--- config.mk ---
export PLATFORM = sky130hd
export DESIGN_NAME = dpb_axis
export DESIGN_NICKNAME = d
export VERILOG_FILES = /design/src/rtl/dpb_pkg.sv /design/src/rtl/dpb_axis.sv
export SDC_FILE = /design/constraint.sdc
export NUM_CORES = 2
export LEC_CHECK = 0
export BUFFER_PORTS_ARGS = -buffer_cell sky130_fd_sc_hd__buf_2
export CORE_MARGIN = 4
export CORE_UTILIZATION = 45
export DETAILED_ROUTE_END_ITERATION = 10
export GPL_TIMING_DRIVEN = 0
export HOLD_SLACK_MARGIN = 0.02
export PLACE_DENSITY = 0.69
export SKIP_CTS_REPAIR_TIMING = 1
export SYNTH_ARGS = -nofsm -noshare
export SYNTH_HDL_FRONTEND = slang
export SYNTH_SLANG_ARGS = --single-unit
export TNS_END_PERCENT = 20
--- constraint.sdc ---
create_clock -name clk_i -period 7.5 [get_ports clk_i]
set_input_delay 1.125 -clock clk_i [delete_from_list [all_inputs] [get_ports clk_i]]
set_output_delay 1.125 -clock clk_i [all_outputs]
set_load 0.05 [all_outputs]
--- src/rtl/dpb_pkg.sv ---
// Shared types, widths and constants of the depth pixel back-projection unit.
package dpb_pkg;

  localparam int COORD_BITS_DEF = 12;
  localparam int DEPTH_W        = 16;
  localparam int CENTER_W       = 16;
  localparam int RECIP_W        = 24;
  localparam int POINT_W        = 24;
  localparam int STEP_W         = 4;
  localparam int ZFULL_W        = 32;
  localparam int CFG_ADDR_W     = 3;
  localparam int CFG_DATA_W     = 24;
  localparam int OUT_TDATA_W    = 72;
  localparam int NUM_STAGES     = 5;

  localparam logic [POINT_W-1:0] SAT_POS = 24'h7FFFFF;
  localparam logic [POINT_W-1:0] SAT_NEG = 24'h800000;

  typedef enum logic [CFG_ADDR_W-1:0] {
    CFG_CENTER_COL      = 3'd0,
    CFG_CENTER_ROW      = 3'd1,
    CFG_INV_FOCAL_COL   = 3'd2,
    CFG_INV_FOCAL_ROW   = 3'd3,
    CFG_METRES_PER_UNIT = 3'd4,
    CFG_MIN_DEPTH       = 3'd5,
    CFG_MAX_DEPTH       = 3'd6,
    CFG_SKIP_STEP       = 3'd7
  } cfg_reg_e;

  typedef struct packed {
    logic [CENTER_W-1:0] center_col;
    logic [CENTER_W-1:0] center_row;
    logic [RECIP_W-1:0]  inv_focal_col;
    logic [RECIP_W-1:0]  inv_focal_row;
    logic [RECIP_W-1:0]  metres_per_unit;
    logic [POINT_W-1:0]  min_depth;
    logic [POINT_W-1:0]  max_depth;
    logic [STEP_W-1:0]   skip_step;
  } cfg_t;

  localparam cfg_t CFG_RESET = '{
    center_col:      16'd10462,
    center_row:      16'd5850,
    inv_focal_col:   24'd26011,
    inv_focal_row:   24'd26040,
    metres_per_unit: 24'd16777,
    min_depth:       24'd32768,
    max_depth:       24'd327680,
    skip_step:       4'd2
  };

endpackage

--- src/rtl/dpb_axis.sv ---
// One back-projection lane: offset, two multiply stages, rounding and saturation.
module dpb_axis #(
  parameter int COORD_BITS = dpb_pkg::COORD_BITS_DEF
) (
  input  logic                            clk_i,
  input  logic [dpb_pkg::NUM_STAGES-1:0]  en_i,
  input  logic [COORD_BITS-1:0]           coord_i,
  input  logic [dpb_pkg::CENTER_W-1:0]    center_i,
  input  logic [dpb_pkg::RECIP_W-1:0]     inv_f_i,
  input  logic [dpb_pkg::POINT_W-1:0]     z_i,
  output logic [dpb_pkg::POINT_W-1:0]     point_o
);

  localparam int SW   = COORD_BITS + 4;
  localparam int DW   = (SW > dpb_pkg::CENTER_W) ? SW : dpb_pkg::CENTER_W;
  localparam int PW   = DW + dpb_pkg::POINT_W;
  localparam int MW   = PW + 12;
  localparam int SUMW = MW + 1;
  localparam int MAGW = SUMW - 16;
  localparam logic [SUMW-1:0] ROUND_HALF = SUMW'(32'h8000);

  logic [DW-1:0]   scaled, center_ext, mag_d;
  logic            neg;
  logic [DW-1:0]   mag_d_q;
  logic            neg_a_q, neg_b_q, neg_c_q, neg_d_q;
  logic [PW-1:0]   prod_q;
  logic [MW-1:0]   hi_q, lo_q;
  logic [SUMW-1:0] sum_d;
  logic [MAGW-1:0] mag_q;
  logic [dpb_pkg::POINT_W-1:0] sat_mag, point_d, point_q;

  assign scaled     = DW'({coord_i, 4'b0000});
  assign center_ext = DW'(center_i);
  assign neg        = scaled < center_ext;
  assign mag_d      = neg ? (center_ext - scaled) : (scaled - center_ext);

  assign sum_d = SUMW'(hi_q) + SUMW'(lo_q[MW-1:12]) + ROUND_HALF;

  always_comb begin
    if (neg_d_q) begin
      sat_mag = (mag_q > MAGW'(dpb_pkg::SAT_NEG)) ? dpb_pkg::SAT_NEG
                                                  : mag_q[dpb_pkg::POINT_W-1:0];
      point_d = dpb_pkg::POINT_W'(0) - sat_mag;
    end else begin
      sat_mag = (mag_q > MAGW'(dpb_pkg::SAT_POS)) ? dpb_pkg::SAT_POS
                                                  : mag_q[dpb_pkg::POINT_W-1:0];
      point_d = sat_mag;
    end
  end

  always_ff @(posedge clk_i) begin
    if (en_i[0]) begin
      mag_d_q <= mag_d;
      neg_a_q <= neg;
    end
    if (en_i[1]) begin
      prod_q  <= PW'(mag_d_q) * PW'(z_i);
      neg_b_q <= neg_a_q;
    end
    if (en_i[2]) begin
      hi_q    <= MW'(prod_q) * MW'(inv_f_i[23:12]);
      lo_q    <= MW'(prod_q) * MW'(inv_f_i[11:0]);
      neg_c_q <= neg_b_q;
    end
    if (en_i[3]) begin
      mag_q   <= sum_d[SUMW-1:16];
      neg_d_q <= neg_c_q;
    end
    if (en_i[4]) begin
      point_q <= point_d;
    end
  end

  assign point_o = point_q;

endmodule

## Yosys cells after proc, flatten, opt, wreduce, memory -nomap -nowiden

Index checks and enable logic that the tools add are counted.
Widths: inputs -> output; s select.

| word-level totals | value |
|---|---|
| register bits after elaboration | 225 |
| output and inout bits | 24 |
| word-level logic and storage cells | 25 |

| cells by class | value |
|---|---|
| add/subtract/negate cells | 5 |
| multipliers | 3 |
| $lt $le $gt $ge | 3 |
| multiplexer cells | 4 |

Operators by type and width:

| operator | count |
|---|---|
| $mul 40x12->52 | 2 |
| $mux 24 | 3 |
| $add 52x40->53 | 1 |
| $add 53x16->53 const B | 1 |
| $mul 16x24->40 | 1 |
| $gt 37x23->1 const B | 1 |
| $gt 37x24->1 const B | 1 |
| $sub 16x16->16 | 2 |
| $sub 1x24->24 const A | 1 |
| $lt 16x16->1 | 1 |
| $mux 16 | 1 |

## Depth between registers and ports, before layout

| logic depth | value |
|---|---|
| depth after elaboration | 4 |
| mapped depth | 25 |

## Worst setup path before layout

Ideal clock, no wire load.

| path | value |
|---|---|
| path type | input port to flip-flop |
| from | in z_i[11] (netlist bit) |
| to | reg prod_q[39], data pin |
| setup time | 0.268 ns |
| data arrival time | 6.743 ns |
| required time | 7.232 ns |
| slack | 0.489 ns |
| cell stages on the path | 22 |
| buffers on the path | 1 |
| cell sequence | clkbuf_1 > nand2_1 > fa_1 > fa_1 > fa_1 > inv_1 > fa_1 > fa_1 > inv_1 > fa_1 > inv_1 > ha_1 > a21oi_1 > nand2_1 > o31ai_1 > o21a_1 > o21a_1 > o21bai_1 > a221o_1 > a21oi_1 > o41ai_1 > xnor2_1 |

| on the way | value |
|---|---|
| cells in the longest elaborated chain, start to end | 1 |

RTL lines:

| item | line | source |
|---|---|---|
| start: declaration | dpb_axis.sv:10 | `input logic [dpb_pkg::POINT_W-1:0] z_i,` |
| $mul 16x24->40 | dpb_axis.sv:57 | `prod_q <= PW'(mag_d_q) * PW'(z_i);` |
| end signal: assignment | dpb_axis.sv:57 |  |
| end: declaration | dpb_axis.sv:26 | `logic [PW-1:0] prod_q;` |

No other way between the ends.
A chain may end at the register's enable or synchronous reset.

## Worst setup path in the final report

| path | value |
|---|---|
| from | in inv_f_i[22] (netlist bit) |
| to | reg hi_q[51], data pin |

| on the way | value |
|---|---|
| cells in the longest elaborated chain, start to end | 1 |

RTL lines:

| item | line | source |
|---|---|---|
| start: declaration | dpb_axis.sv:9 | `input logic [dpb_pkg::RECIP_W-1:0] inv_f_i,` |
| $mul 40x12->52 | dpb_axis.sv:61 | `hi_q <= MW'(prod_q) * MW'(inv_f_i[23:12]);` |
| end signal: assignment | dpb_axis.sv:61 |  |
| end: declaration | dpb_axis.sv:27 | `logic [MW-1:0] hi_q, lo_q;` |

No other way between the ends.

==> summary.txt <==
first-pass GRT wire length: 225 mm
Hold Path Class: flip-flop to flip-flop
Largest stage delay, worst path: 570 ps
HPWL Detailed: 122 mm
Hold EP: neg_d_q$_DFFE_PP_
area grow syn2layout: 6.48%
cell area after synthesis: 51600 sq um
gr usage total: 23.8%
worst r2r src: prod_q[21]$_DFFE_PP_
Slew @ Worst Pin: 1030 ps
initial antenna violation count: 13
CP max-delay cell: clkbuf_1
Worst-path clk slew: 60 ps
core region area: 113000 sq um
final hold vios: 0
fraction of layout cells with a size suffix above 1: 3.19%
Mapped Cells: 5645
Max Slew Vio Count: 0
I/O pin total: 106
RSZ-0062 raised after global routing: yes
GR Overflow Total: 0
synth warn: 0
die area: 120000 sq um
Most Frequent Cell on Critical Path: fa_1
post-route cell area: 54900 sq um
post-synth cell types: 74
DRT Pass-1 Iters: 6
reg-to-reg endpoint: hi_q[51]$_DFFE_PP_
via count of the first global-routing pass: 41.1k
crit path cell chain: clkbuf_1 > and2_1 > fa_1 > inv_1 > fa_1 > fa_1 > fa_1 > fa_1 > inv_1 > ha_1 > clkbuf_1 > o21a_1 > o211ai_1 > or4_1 > a31oi_1 > o21bai_1 > a21o_1 > a31oi_1 > nor2_1 > o21ai_0 > xnor2_1
sequential fraction of the synthesis area: 12.4%
Slew HR: 31.4%
critical path type: input pin to flip-flop
Cell Area, Placed: 53900 sq um
Async S/R FF share, synth: 0%
clk root buf: clkbuf_16
number of synthesized register bits: 213
Final Critical Period: 7430 ps
Avg WL per Cell: 19.5 microns
Peak Freq: 135 MHz
Req. time, crit path: 7830 ps
final setup fails: 0
CTS HTree Levels: 1
Final Core Density: 48.6%
Worst Setup SP: inv_f_i[22]
routability-driven placement congestion ratio: 0.957
crit share post-route: 99.0%
Initial DRC Count: 2985
hold depth: 0
crit path launch type: input pin
worst r2r path cells: 20
Starting Density: 45.6%
syn_nets: 7183
DIE HEIGHT: 347 microns
row count: 123
Fillers: 10.6k
Net count, final: 7291
Port-buffer cells: 83
total CTS buffers: 26
min-delay src: neg_c_q$_DFFE_PP_
status: complete, no violations
Mean Syn Cell Area: 9.14 sq um
clk sinks: 213
reg2reg setup slack: 150 ps
clk_skew: 21.7 ps
top_reg_cell synth: edfxtp_1
Setup crit end kind: flip-flop
largest net degree at the start of global routing: 80
DRT antenna net count: 0
worst-case clock buffer depth: 3
via/cell ratio: 5.34
CP arrival: 7760 ps
CP max FO: 10
via count: 38.9k
die width: 347 microns
worst skew pair latency: 610 ps
EDFF count, synth: 213
final WL: 142 mm
maxcap violations: 0
Remaining DRCs: 0
CTS tree: yes
==> sequential cells by signal (all words and copies together) (netlist names) <==
name	cells
hi_q	52
lo_q	40
mag_d_q	16
mag_q	37
neg_a_q	1
neg_b_q	1
neg_c_q	1
neg_d_q	1
point_o	24
prod_q	40
==> logic make-up (layout without fill, tap and decap cells) <==
logic type | after synthesis | count (layout) | synth area share [%]
muxes | 7 | 7 | 0.141
xor gates and xnor gates | 169 | 169 | 2.87
AOI/OAI and AO/OA | 537 | 537 | 6.60
and+or+nand+nor | 1791 | 1791 | 16.4
adders and majority gates | 1456 | 1456 | 50.8
DFF | 213 | 213 | 12.4
other | 0 | 4 | 0
buffers and inverters | 1472 | 1600 | 10.7
==> critical path: cells and delay by family <==
kind / cells / cell delay [ps]
compound gates: 7 / 1890
buf+inv: 4 / 1110
simple gates: 3 / 910
xor+xnor: 1 / 130
fa+ha+maj: 6 / 2570
==> worst max path at each step <==
stage | depth (start not counted) | to | slack, ps
after floorplan | 22 | prod_q[39]$_DFFE_PP_ | 490
after global placement | 22 | hi_q[49]$_DFFE_PP_ | -720
after detailed placement | 21 | hi_q[49]$_DFFE_PP_ | -830
after CTS | 21 | hi_q[49]$_DFFE_PP_ | -200
after global routing | 24 | prod_q[36]$_DFFE_PP_ | -130
final | 21 | hi_q[51]$_DFFE_PP_ | 70
==> final cells by class <==
cell class / count / area [sq um] / share of cell area (%)
antenna: 4 / 10.0 / 0.0182
buffer: 264 / 1040 / 1.89
clock buffer: 28 / 658 / 1.20
clock inverter: 20 / 309 / 0.563
inverter: 1204 / 4520 / 8.23
multi-input combinational: 3960 / 39700 / 72.2
sequential: 213 / 6400 / 11.6
tap: 1500 / 1880 / 3.42
timing repair buffer: 84 / 445 / 0.811
==> cells in the final DEF, fill, tap and decap left out, types with 21 or more instances in the layout <==
master,n
nand2_1,966
clkbuf_1,234
a21oi_1,195
xor2_1,67
nand4_1,27
a21o_1,71
inv_1,1203
and2_1,528
xnor2_1,102
fa_1,1066
ha_1,390
nor2_1,99
o21ai_0,91
nor2b_1,21
edfxtp_1,213
buf_2,84
nand3_1,41
o21bai_1,32
nor3_1,30
clkbuf_2,23
clkbuf_16,26
==> synthesized netlist by cell type (17+ instances only) <==
library cell  number  area share (%)
a21o_1            71             1.0
a21oi_1          195             1.9
a31oi_1           17            0.21
and2_1           528             6.4
and3_1            17            0.21
clkbuf_1         262             1.9
edfxtp_1         213              12
fa_1            1066              41
ha_1             390             9.5
inv_1           1203             8.8
nand2_1          966             7.0
nand2b_1          17            0.21
nand3_1           41            0.40
nand4_1           27            0.33
nor2_1            99            0.72
nor2b_1           21            0.25
nor3_1            31            0.30
o21ai_0           91            0.88
o21bai_1          32            0.47
or3_1             17            0.21
xnor2_1          102             1.7
xor2_1            67             1.1
==> metrics by stage <==
stage | hold WS [ps] | setup WS, ps | TNS, ps | cells
final | 429 | 72.4 | 0 | 7277
after global routing | 441 | -133 | -370 | 7273
after CTS | 432 | -197 | -332 | 7277
after detailed placement | 424 | -825 | -12490 | 7229
after global placement | 405 | -719 | -10490 | 7228
after floorplan | 400 | 489 | 0 | 5645
==> routing by layer <==
layer / global-route usage [%] / routed length (microns) / vias up / share of wire, %
met5: 0 / 69 / - / 0.049
met4: 10.3 / 7430 / 6 / 5.2
met3: 5.30 / 13300 / 349 / 9.4
met2: 39.0 / 65100 / 1716 / 46
met1: 30.4 / 56100 / 19500 / 39
li1: - / - / 17300 / -
Power is not shown: default switching activity piles up to over one toggle a cycle in this logic, so the estimate is an artifact.
