## src/rtl/dpb_pkg.sv

```systemverilog
// Shared types, widths and constants of the depth pixel back-projection unit.
package dpb_pkg;

  localparam int COORD_BITS_DEF = 12;
  localparam int DEPTH_W        = 16;
  localparam int CENTER_W       = 16;
  localparam int RECIP_W        = 24;
  localparam int POINT_W        = 24;
  localparam int STEP_W         = 4;
  localparam int ZFULL_W        = 32;
  localparam int CFG_ADDR_W     = 3;
  localparam int CFG_DATA_W     = 24;
  localparam int OUT_TDATA_W    = 72;
  localparam int NUM_STAGES     = 5;

  localparam logic [POINT_W-1:0] SAT_POS = 24'h7FFFFF;
  localparam logic [POINT_W-1:0] SAT_NEG = 24'h800000;

  typedef enum logic [CFG_ADDR_W-1:0] {
    CFG_CENTER_COL      = 3'd0,
    CFG_CENTER_ROW      = 3'd1,
    CFG_INV_FOCAL_COL   = 3'd2,
    CFG_INV_FOCAL_ROW   = 3'd3,
    CFG_METRES_PER_UNIT = 3'd4,
    CFG_MIN_DEPTH       = 3'd5,
    CFG_MAX_DEPTH       = 3'd6,
    CFG_SKIP_STEP       = 3'd7
  } cfg_reg_e;

  typedef struct packed {
    logic [CENTER_W-1:0] center_col;
    logic [CENTER_W-1:0] center_row;
    logic [RECIP_W-1:0]  inv_focal_col;
    logic [RECIP_W-1:0]  inv_focal_row;
    logic [RECIP_W-1:0]  metres_per_unit;
    logic [POINT_W-1:0]  min_depth;
    logic [POINT_W-1:0]  max_depth;
    logic [STEP_W-1:0]   skip_step;
  } cfg_t;

  localparam cfg_t CFG_RESET = '{
    center_col:      16'd10462,
    center_row:      16'd5850,
    inv_focal_col:   24'd26011,
    inv_focal_row:   24'd26040,
    metres_per_unit: 24'd16777,
    min_depth:       24'd32768,
    max_depth:       24'd327680,
    skip_step:       4'd2
  };

endpackage

```

## src/rtl/dpb_cfg_regs.sv

```systemverilog
// Configuration register file of the depth pixel back-projection unit.
module dpb_cfg_regs (
  input  logic                             clk_i,
  input  logic                             rst_ni,
  input  logic                             cfg_we_i,
  input  logic [dpb_pkg::CFG_ADDR_W-1:0]   cfg_addr_i,
  input  logic [dpb_pkg::CFG_DATA_W-1:0]   cfg_wdata_i,
  output dpb_pkg::cfg_t                    cfg_o
);

  dpb_pkg::cfg_t cfg_q, cfg_d;

  always_comb begin
    cfg_d = cfg_q;
    if (cfg_we_i) begin
      case (dpb_pkg::cfg_reg_e'(cfg_addr_i))
        dpb_pkg::CFG_CENTER_COL:      cfg_d.center_col      = cfg_wdata_i[15:0];
        dpb_pkg::CFG_CENTER_ROW:      cfg_d.center_row      = cfg_wdata_i[15:0];
        dpb_pkg::CFG_INV_FOCAL_COL:   cfg_d.inv_focal_col   = cfg_wdata_i;
        dpb_pkg::CFG_INV_FOCAL_ROW:   cfg_d.inv_focal_row   = cfg_wdata_i;
        dpb_pkg::CFG_METRES_PER_UNIT: cfg_d.metres_per_unit = cfg_wdata_i;
        dpb_pkg::CFG_MIN_DEPTH:       cfg_d.min_depth       = cfg_wdata_i;
        dpb_pkg::CFG_MAX_DEPTH:       cfg_d.max_depth       = cfg_wdata_i;
        dpb_pkg::CFG_SKIP_STEP:       cfg_d.skip_step       = cfg_wdata_i[3:0];
        default: cfg_d = cfg_q;
      endcase
    end
  end

  always_ff @(posedge clk_i or negedge rst_ni) begin
    if (!rst_ni) begin
      cfg_q <= dpb_pkg::CFG_RESET;
    end else begin
      cfg_q <= cfg_d;
    end
  end

  assign cfg_o = cfg_q;

endmodule

```

## config.mk

```make
export PLATFORM = sky130hd
export DESIGN_NAME = dpb_cfg_regs
export DESIGN_NICKNAME = d
export VERILOG_FILES = /design/src/rtl/dpb_pkg.sv /design/src/rtl/dpb_cfg_regs.sv
export SDC_FILE = /design/constraint.sdc
export NUM_CORES = 1
export LEC_CHECK = 0
export ABC_AREA = 1
export BUFFER_PORTS_ARGS = -buffer_cell sky130_fd_sc_hd__buf_4
export CORE_ASPECT_RATIO = 0.5
export CORE_MARGIN = 3
export CORE_UTILIZATION = 50
export DETAILED_ROUTE_END_ITERATION = 10
export PLACE_DENSITY = 0.74
export SLEW_MARGIN = 40
export SYNTH_ARGS = -nofsm -noshare
export SYNTH_HDL_FRONTEND = slang
export SYNTH_SLANG_ARGS = --single-unit
```

## constraint.sdc

```tcl
create_clock -name clk_i -period 1.5 [get_ports clk_i]
set_input_delay 0.3 -clock clk_i [delete_from_list [all_inputs] [get_ports clk_i]]
set_output_delay 0.3 -clock clk_i [all_outputs]
set_load 0.1 [all_outputs]
```

Word level (Yosys, flattened, before mapping)
Cells that the tools add are included.

Bits of input ports: 30. Register bits after elaboration: 156. Logic and storage cells: 24.

Equality and inequality tests: 7. Reductions and logical operators: 9.

Operators by type and width (count): $reduce_and 2->1 (8); $eq 3x3->1 const B (4); $eq 3x2->1 const B (2); $eq 3x1->1 const B (1); $logic_not 3->1 (1).

Logic depth before layout (Yosys ltp)
Gate-level depths: netlist of the first run.

Depth after elaboration: 2. Gate-level depth with buffers: 6. Gate-level depth less buffers: 5.

Least setup slack after synthesis of the first run
OpenSTA, ideal clock, no wires.

Kind: register to output. Start point: reg cfg_q (netlist bit cfg_o[0]). End point: out cfg_o[0] (netlist name). Setup slack: 0.302 ns. Path buffers: 0. Arrival time: 0.898 ns. Cell stages (with the launch flop): 1. Cell sequence: dfrtp_1.

RTL lines: from (decl) (RTL line dpb_cfg_regs.sv:11) `dpb_pkg::cfg_t cfg_q, cfg_d;`; from (signal assigned) (RTL line dpb_cfg_regs.sv:32) `cfg_q <= dpb_pkg::CFG_RESET;`; from (signal assigned) (RTL line dpb_cfg_regs.sv:34) `cfg_q <= cfg_d;`; to (decl) (RTL line dpb_cfg_regs.sv:8) `output dpb_pkg::cfg_t cfg_o`.

No word-level cell between the ends.

Final worst setup path of the first run
Start point: reg cfg_q (netlist bit cfg_o[130]). End point: out cfg_o[130] (netlist name).

No word-level cell between the ends.

==> metrics, run 1 <==
CP top delay family=flip-flops; Critical Path Start Type=flop; R2R setup slack=approximately 640 ps; outcome=complete, no violations; f_max=between 0.6 and 0.7 GHz; worst-margin pin slew=541 ps; die area=~0.014 sq mm; Area growth syn-to-layout=42.8%; post-synthesis average cell area=9.01 sq um; H-tree depth=4; core area=about 0.012 sq mm; Post-Syn Area=a little over 0.006 sq mm; min-delay worst type=input port to flop; crit path capture type=output pin; pwr dens=roughly 2200 mW/mm^2; number of buffers and inverters on the critical path=1; setup TNS=0 ps; Worst Hold Slack=133 ps; highest-count cells in the layout ignoring fill and taps=395 x nand2_1, 160 x buf_4, 114 x dfrtp_1; final setup fails=0; CTS buffer count=17; register area=about 0.0040 sq mm; synth warn=0; share of layout cells above drive strength 1=0.335; routability congestion estimate=0.814; Lkg Pwr=approximately 4.8 nW; clk buf depth=2; antenna diode count=0; initial drt markers=roughly 380; Die H=84.7 microns; Worst Reg-to-Reg Cells=3; total routed wirelength=approximately 18 mm; crit-path cells=buf_8; largest net degree at the start of global routing=39; ANT nets after route=0; Setup Skew=0 ps; worst-skew pair later-pin latency=roughly 400 ps; GR Overflow Total=0; detailed-router iteration count before antenna repair=5; row count=28; syn nets=around 720; Finished Cell Area=0.00885 sq mm; TritonCTS Sinks=between 150 and 200; CP max-delay cell=dfstp_2; Initial Util=0.519; FILL cells=880; Seq/Total Area, Yosys=0.638; GRT Total Usage=0.267; grt peak-use layer=met2; crit path kind=flop to output pin; cell count along the critical path=1; DRC viols=0; DR vias=~5500; Worst EP required=1200 ps; CTS tree=yes; initial antenna violation count=0; CP arrival=between 1000 and 1500 ps; number of global-route vias before repair=5300; CP max stage delay=roughly 560 ps; Final Hold Fails=0; max reg flops=roughly 160; area of the multi-input gates=0.00200 sq mm; VDD IR-drop max=approximately 1300 uV; Clock transition at path regs=70 ps; commonest non-fill, non-tap cell in the layout=nand2_1; Nets=910; Max-slew headroom=0.638; worst-path maximum fanout=2; met1 usage=0.359; num ports=186; Hold Crit Depth=3; met3 Use GR=0.0764; Max Cap Viol=0; vias per cell=about 5.2; Avg WL per Cell=17.4 microns; final max-slew violation count=0; chip width=163 microns; global-route wire length before repair=28.6 mm; final worst path period share=0.982; cells after synthesis=roughly 690; #FFs+latches synth=156; met2 GRT Util=0.424; library cells used by synthesis=16; PortBufs=approximately 190; Root Buffer=clkbuf_16; Period minus WS final=1470 ps; Placed Area=between 0.007 and 0.008 sq mm; dpl hpwl=12.3 mm
## worst min-delay path: stages
cell	delay [ps]
buf_4	110
nand2_1	50
nand2_1	50
## what timing repair did
item                                   CTS  global route
setup endpoints to repair               42            41
endpoints found under the hold margin   19             0
setup buffers                            0             1
gates resized for setup                 48            49
hold buffers                             1             0
## power breakdown
part	switching, mW	total, mW	internal [mW]
sequential	0.622	5.79	5.17
combinational	7.03	8.85	1.82
clock	1.77	4.47	2.70
## cells in the mapped netlist (all sizes together)
cell type | instances | area share
nor2 | 8 | 0.011
clkbuf | 6 | 0.0042
nand3 | 80 | 0.065
dfrtp | 114 | 0.46
nand2 | 401 | 0.25
dfstp | 42 | 0.18
buf | 31 | 0.031
inv | 6 | 0.0036
## stage by stage
step | instances | power [mW] | setup WS, ps | util
final | 1058 | 19.1 | 27.0 | 0.741
after global routing | 1058 | 19.7 | -8.68 | 0.741
after CTS | 1057 | 18.9 | 0.570 | 0.723
after detailed placement | 1024 | 14.2 | 109 | 0.655
after global placement | 1024 | 14.1 | 160 | 0.655
after floorplan | 688 | 12.3 | 302 | -
## layer usage
layer | wire (microns) | vias up
met5 | 0 | -
met4 | 384 | 0
met3 | 1560 | 35
met2 | 8970 | 255
met1 | 7450 | 2709
li1 | - | 2525
## kinds of logic (layout without fill, tap and decap cells)
group	Yosys count	count (layout)	synth area share
simple gates	489	489	0.322
buf+inv	43	248	0.0392
flops	156	156	0.638
## final timing paths
path,start,to
max,cfg_o[130]$_DFFE_PN1P_,cfg_o[130]
min,cfg_wdata_i[22],cfg_o[50]$_DFFE_PN0P_
max reg2reg,cfg_o[146]$_DFFE_PN1P_,cfg_o[146]$_DFFE_PN1P_
min reg2reg,cfg_o[70]$_DFFE_PN0P_,cfg_o[70]$_DFFE_PN0P_
max in group asynchronous,rst_ni,cfg_o[80]$_DFFE_PN1P_
min in group asynchronous,rst_ni,cfg_o[62]$_DFFE_PN0P_
## final cells by class
cell class | count | area share
Timing Repair Buffer | 210 | 0.231
Clock buffer | 18 | 0.0496
Sequential cell | 156 | 0.447
Tap cell | 165 | 0.0233
Clock inverter | 14 | 0.0204
Inverter | 6 | 0.00255
Multi-Input combinational cell | 489 | 0.226
Power figures use the tool's default switching activity.
==> run 2: changes to the inputs <==
CORE_MARGIN = not set   (was 3)
CORE_UTILIZATION = 34   (was 50)
PLACE_DENSITY = 0.53   (was 0.74)
clock period = 1.6 ns   (was 1.5 ns; I/O delays follow)
==> run 2 against run 1 <==
  * The run now ends with DRC left
  * First-iteration DRC count fell by 27%
  * Final area down 3.2%
  * Via count down 6.3%
  * Worst hold slack improved by 17 ps
  * Clock-buffer cell count is 3 higher
  * Sequential power is 8.5% lower
  * Utilization is 25 points lower
  * Critical path depth unchanged
  * Final cell count up 6.2%
  * Sequential share of layout area rose by 1.5 points
  * Critical endpoint is now cfg_o[146]
  * Largest cell class unchanged
  * Largest power group unchanged
  * Highest routed layer unchanged
==> metrics, run 2 (synthesized netlist as in run 1, its figures left out) <==
outcome=complete, but fails checks; failing checks=DRC; Max-slew headroom=0.611 (-0.0269); internal power=8.69 mW (-10%); Initial Util=0.352 (-0.167); Critical Path Start Type=flop; ANT nets after route=0 (unchanged); num ports=186 (unchanged); clk buf depth=2 (unchanged); crit-path cells=buf_4; crit path kind=flop to output pin; Setup WS post-layout=25.2 ps (-1.78 ps); cell count along the critical path=1 (unchanged); routability congestion estimate=0.755 (-7.2%); row count=34 (+21%); Setup Skew=0 ps (unchanged); Sw Ratio=0.502 (+0.00835); total routed wirelength=19.3 mm (+5.0%); H-tree depth=4 (unchanged); die area=0.0188 sq mm (+36%); CTS tree=yes; PortBufs=185 (unchanged); chip width=193 microns (+18%); Area growth syn-to-layout=38.2%; Final Hold Fails=0 (unchanged); pre-CTS setup slack=192 ps (+82.8 ps); Clock transition at path regs=60 ps (about the same); Nets=907 (-0.33%); core area=0.0176 sq mm (+47%); M1 WL=9.12 mm (+22%); Max Used Layer=met4; highest-count cells in the layout ignoring fill and taps=395 x nand2_1, 191 x buf_4, 114 x dfrtp_1; combinational power share=0.457 (-0.006); Period minus WS final=1570 ps; Hold Crit Depth=3 (unchanged); number of buffers and inverters on the critical path=1 (unchanged); Die H=97.5 microns (+15%); max reg flops=156 (unchanged); share of layout cells above drive strength 1=0.333 (-0.00224); CTS buffer count=17 (unchanged); dpl hpwl=13.1 mm (+6.9%); Lkg Pwr=4.64 nW (-2.6%); global-route wire length before repair=30.4 mm (+6.1%); DRC viols=12 (+12); worst-skew pair later-pin latency=420 ps (+20 ps); clock power share=0.239 (+0.005); commonest non-fill, non-tap cell in the layout=nand2_1; WL met3=1.14 mm (-27%); Avg WL per Cell=17.2 microns (-1.1%); TritonCTS Sinks=156 (unchanged); antenna diode count=0 (unchanged); initial antenna violation count=0 (unchanged); worst-path maximum fanout=2 (unchanged); Worst EP required=1280 ps (+80 ps); largest net degree at the start of global routing=40 (+2.6%); Reg power frac=0.304 (about the same); pwr dens=2040 mW/mm^2 (-5.7%); final max-slew violation count=0 (unchanged); CP max-delay cell=dfstp_2; CP arrival=1250 ps (+80 ps); CP top delay family=flip-flops; detailed-router iteration count before antenna repair=8 (+3); initial drt markers=275 (-27%); crit path capture type=output pin; vias per cell=4.60 (-12%); number of global-route vias before repair=5163 (-2.6%); worst-margin pin slew=582 ps (+40.2 ps); min-delay worst type=input port to flop; final setup fails=0 (unchanged); GR Overflow Total=0 (unchanged); Switching Power=8.75 mW (-7.2%); Worst Hold Slack=150 ps (+16.6 ps); metal2 WL=8.94 mm (-0.39%); Worst Reg-to-Reg Cells=2 (-1); CP max stage delay=550 ps (about the same); f_max=about 0.64 GHz; setup TNS=0 ps (unchanged); VDD IR-drop max=921 uV (-28%); final worst path period share=0.984; RSZ-0062 raised after global routing=false; DR vias=5175 (-6.3%); GRT Total Usage=0.215 (-0.0523); Max Cap Viol=0 (unchanged); Root Buffer=clkbuf_16
-- run 2: changes by cell type in the layout (fill, tap and decap cells not counted), sizes merged --
cell,delta
buf,-3
bufinv,-1
clkbuf,+3
clkinv,+1
inv,-3
-- run 2: worst paths after layout --
check / slack, ps / startpoint / end
setup reg to reg: 850 / cfg_o[22]$_DFFE_PN1P_ / cfg_o[22]$_DFFE_PN1P_
hold reg to reg: 460 / cfg_o[60]$_DFFE_PN1P_ / cfg_o[60]$_DFFE_PN1P_
max in group asynchronous: 600 / rst_ni / cfg_o[86]$_DFFE_PN1P_
setup / recovery: 30 / cfg_o[146]$_DFFE_PN1P_ / cfg_o[146]
min in group asynchronous: 370 / rst_ni / cfg_o[21]$_DFFE_PN0P_
hold / removal: 150 / cfg_wdata_i[16] / cfg_o[20]$_DFFE_PN1P_
-- run 2: layout make-up --
| cell class | instances | area, sq um |
|---|---|---|
| fillers | 1712 | 9050 |
| repair buffers | 207 | 1670 |
| clock inverters | 11 | 133 |
| inverters | 6 | 22.5 |
| flip-flops and latches | 156 | 3960 |
| clock buffers | 21 | 480 |
| multi-input cells | 489 | 2000 |
| well taps | 234 | 293 |
-- run 2: per-layer routing --
metal / up-vias / GRT usage
met3: 6 / 0.0527
met1: 2530 / 0.302
li1: 2511 / -
met2: 128 / 0.336
met5: - / 0
met4: 0 / 0.0457
-- run 2: power by group through the flow --
stage	registers, mW	logic, mW	clock network [mW]
2_1_floorplan	10.8	0.719	0
3_3_place_gp	5.35	7.94	0
3_5_place_dp	5.34	7.99	0
4_1_cts	5.30	7.99	4.25
5_1_grt	5.40	8.23	4.43
6_report	5.30	7.97	4.16
-- run 2: what timing repair did --
| item | in CTS | in global routing |
|---|---|---|
| setup endpoints to repair | 0 | 7 |
| resized for setup | 0 | 7 |
| hold buffers | 1 | 0 |
| hold endpoints to repair | 27 | 0 |
| buffers inserted | 0 | 0 |
-- run 2: worst register-to-register path: stages (launching register included) --
cell,delay [ps]
dfstp_2,530
nand2_1,60
nand2_1,100
-- run 2: metrics by stage --
stage	power (mW)	std cells	utilization	area, sq um
after CTS	17.5	1124	0.485	8540
after global placement	13.3	1091	0.449	7910
after detailed placement	13.3	1091	0.449	7910
after floorplan	11.5	688	-	6200
after global routing	18.1	1124	0.486	8560
final	17.4	1124	0.486	8560
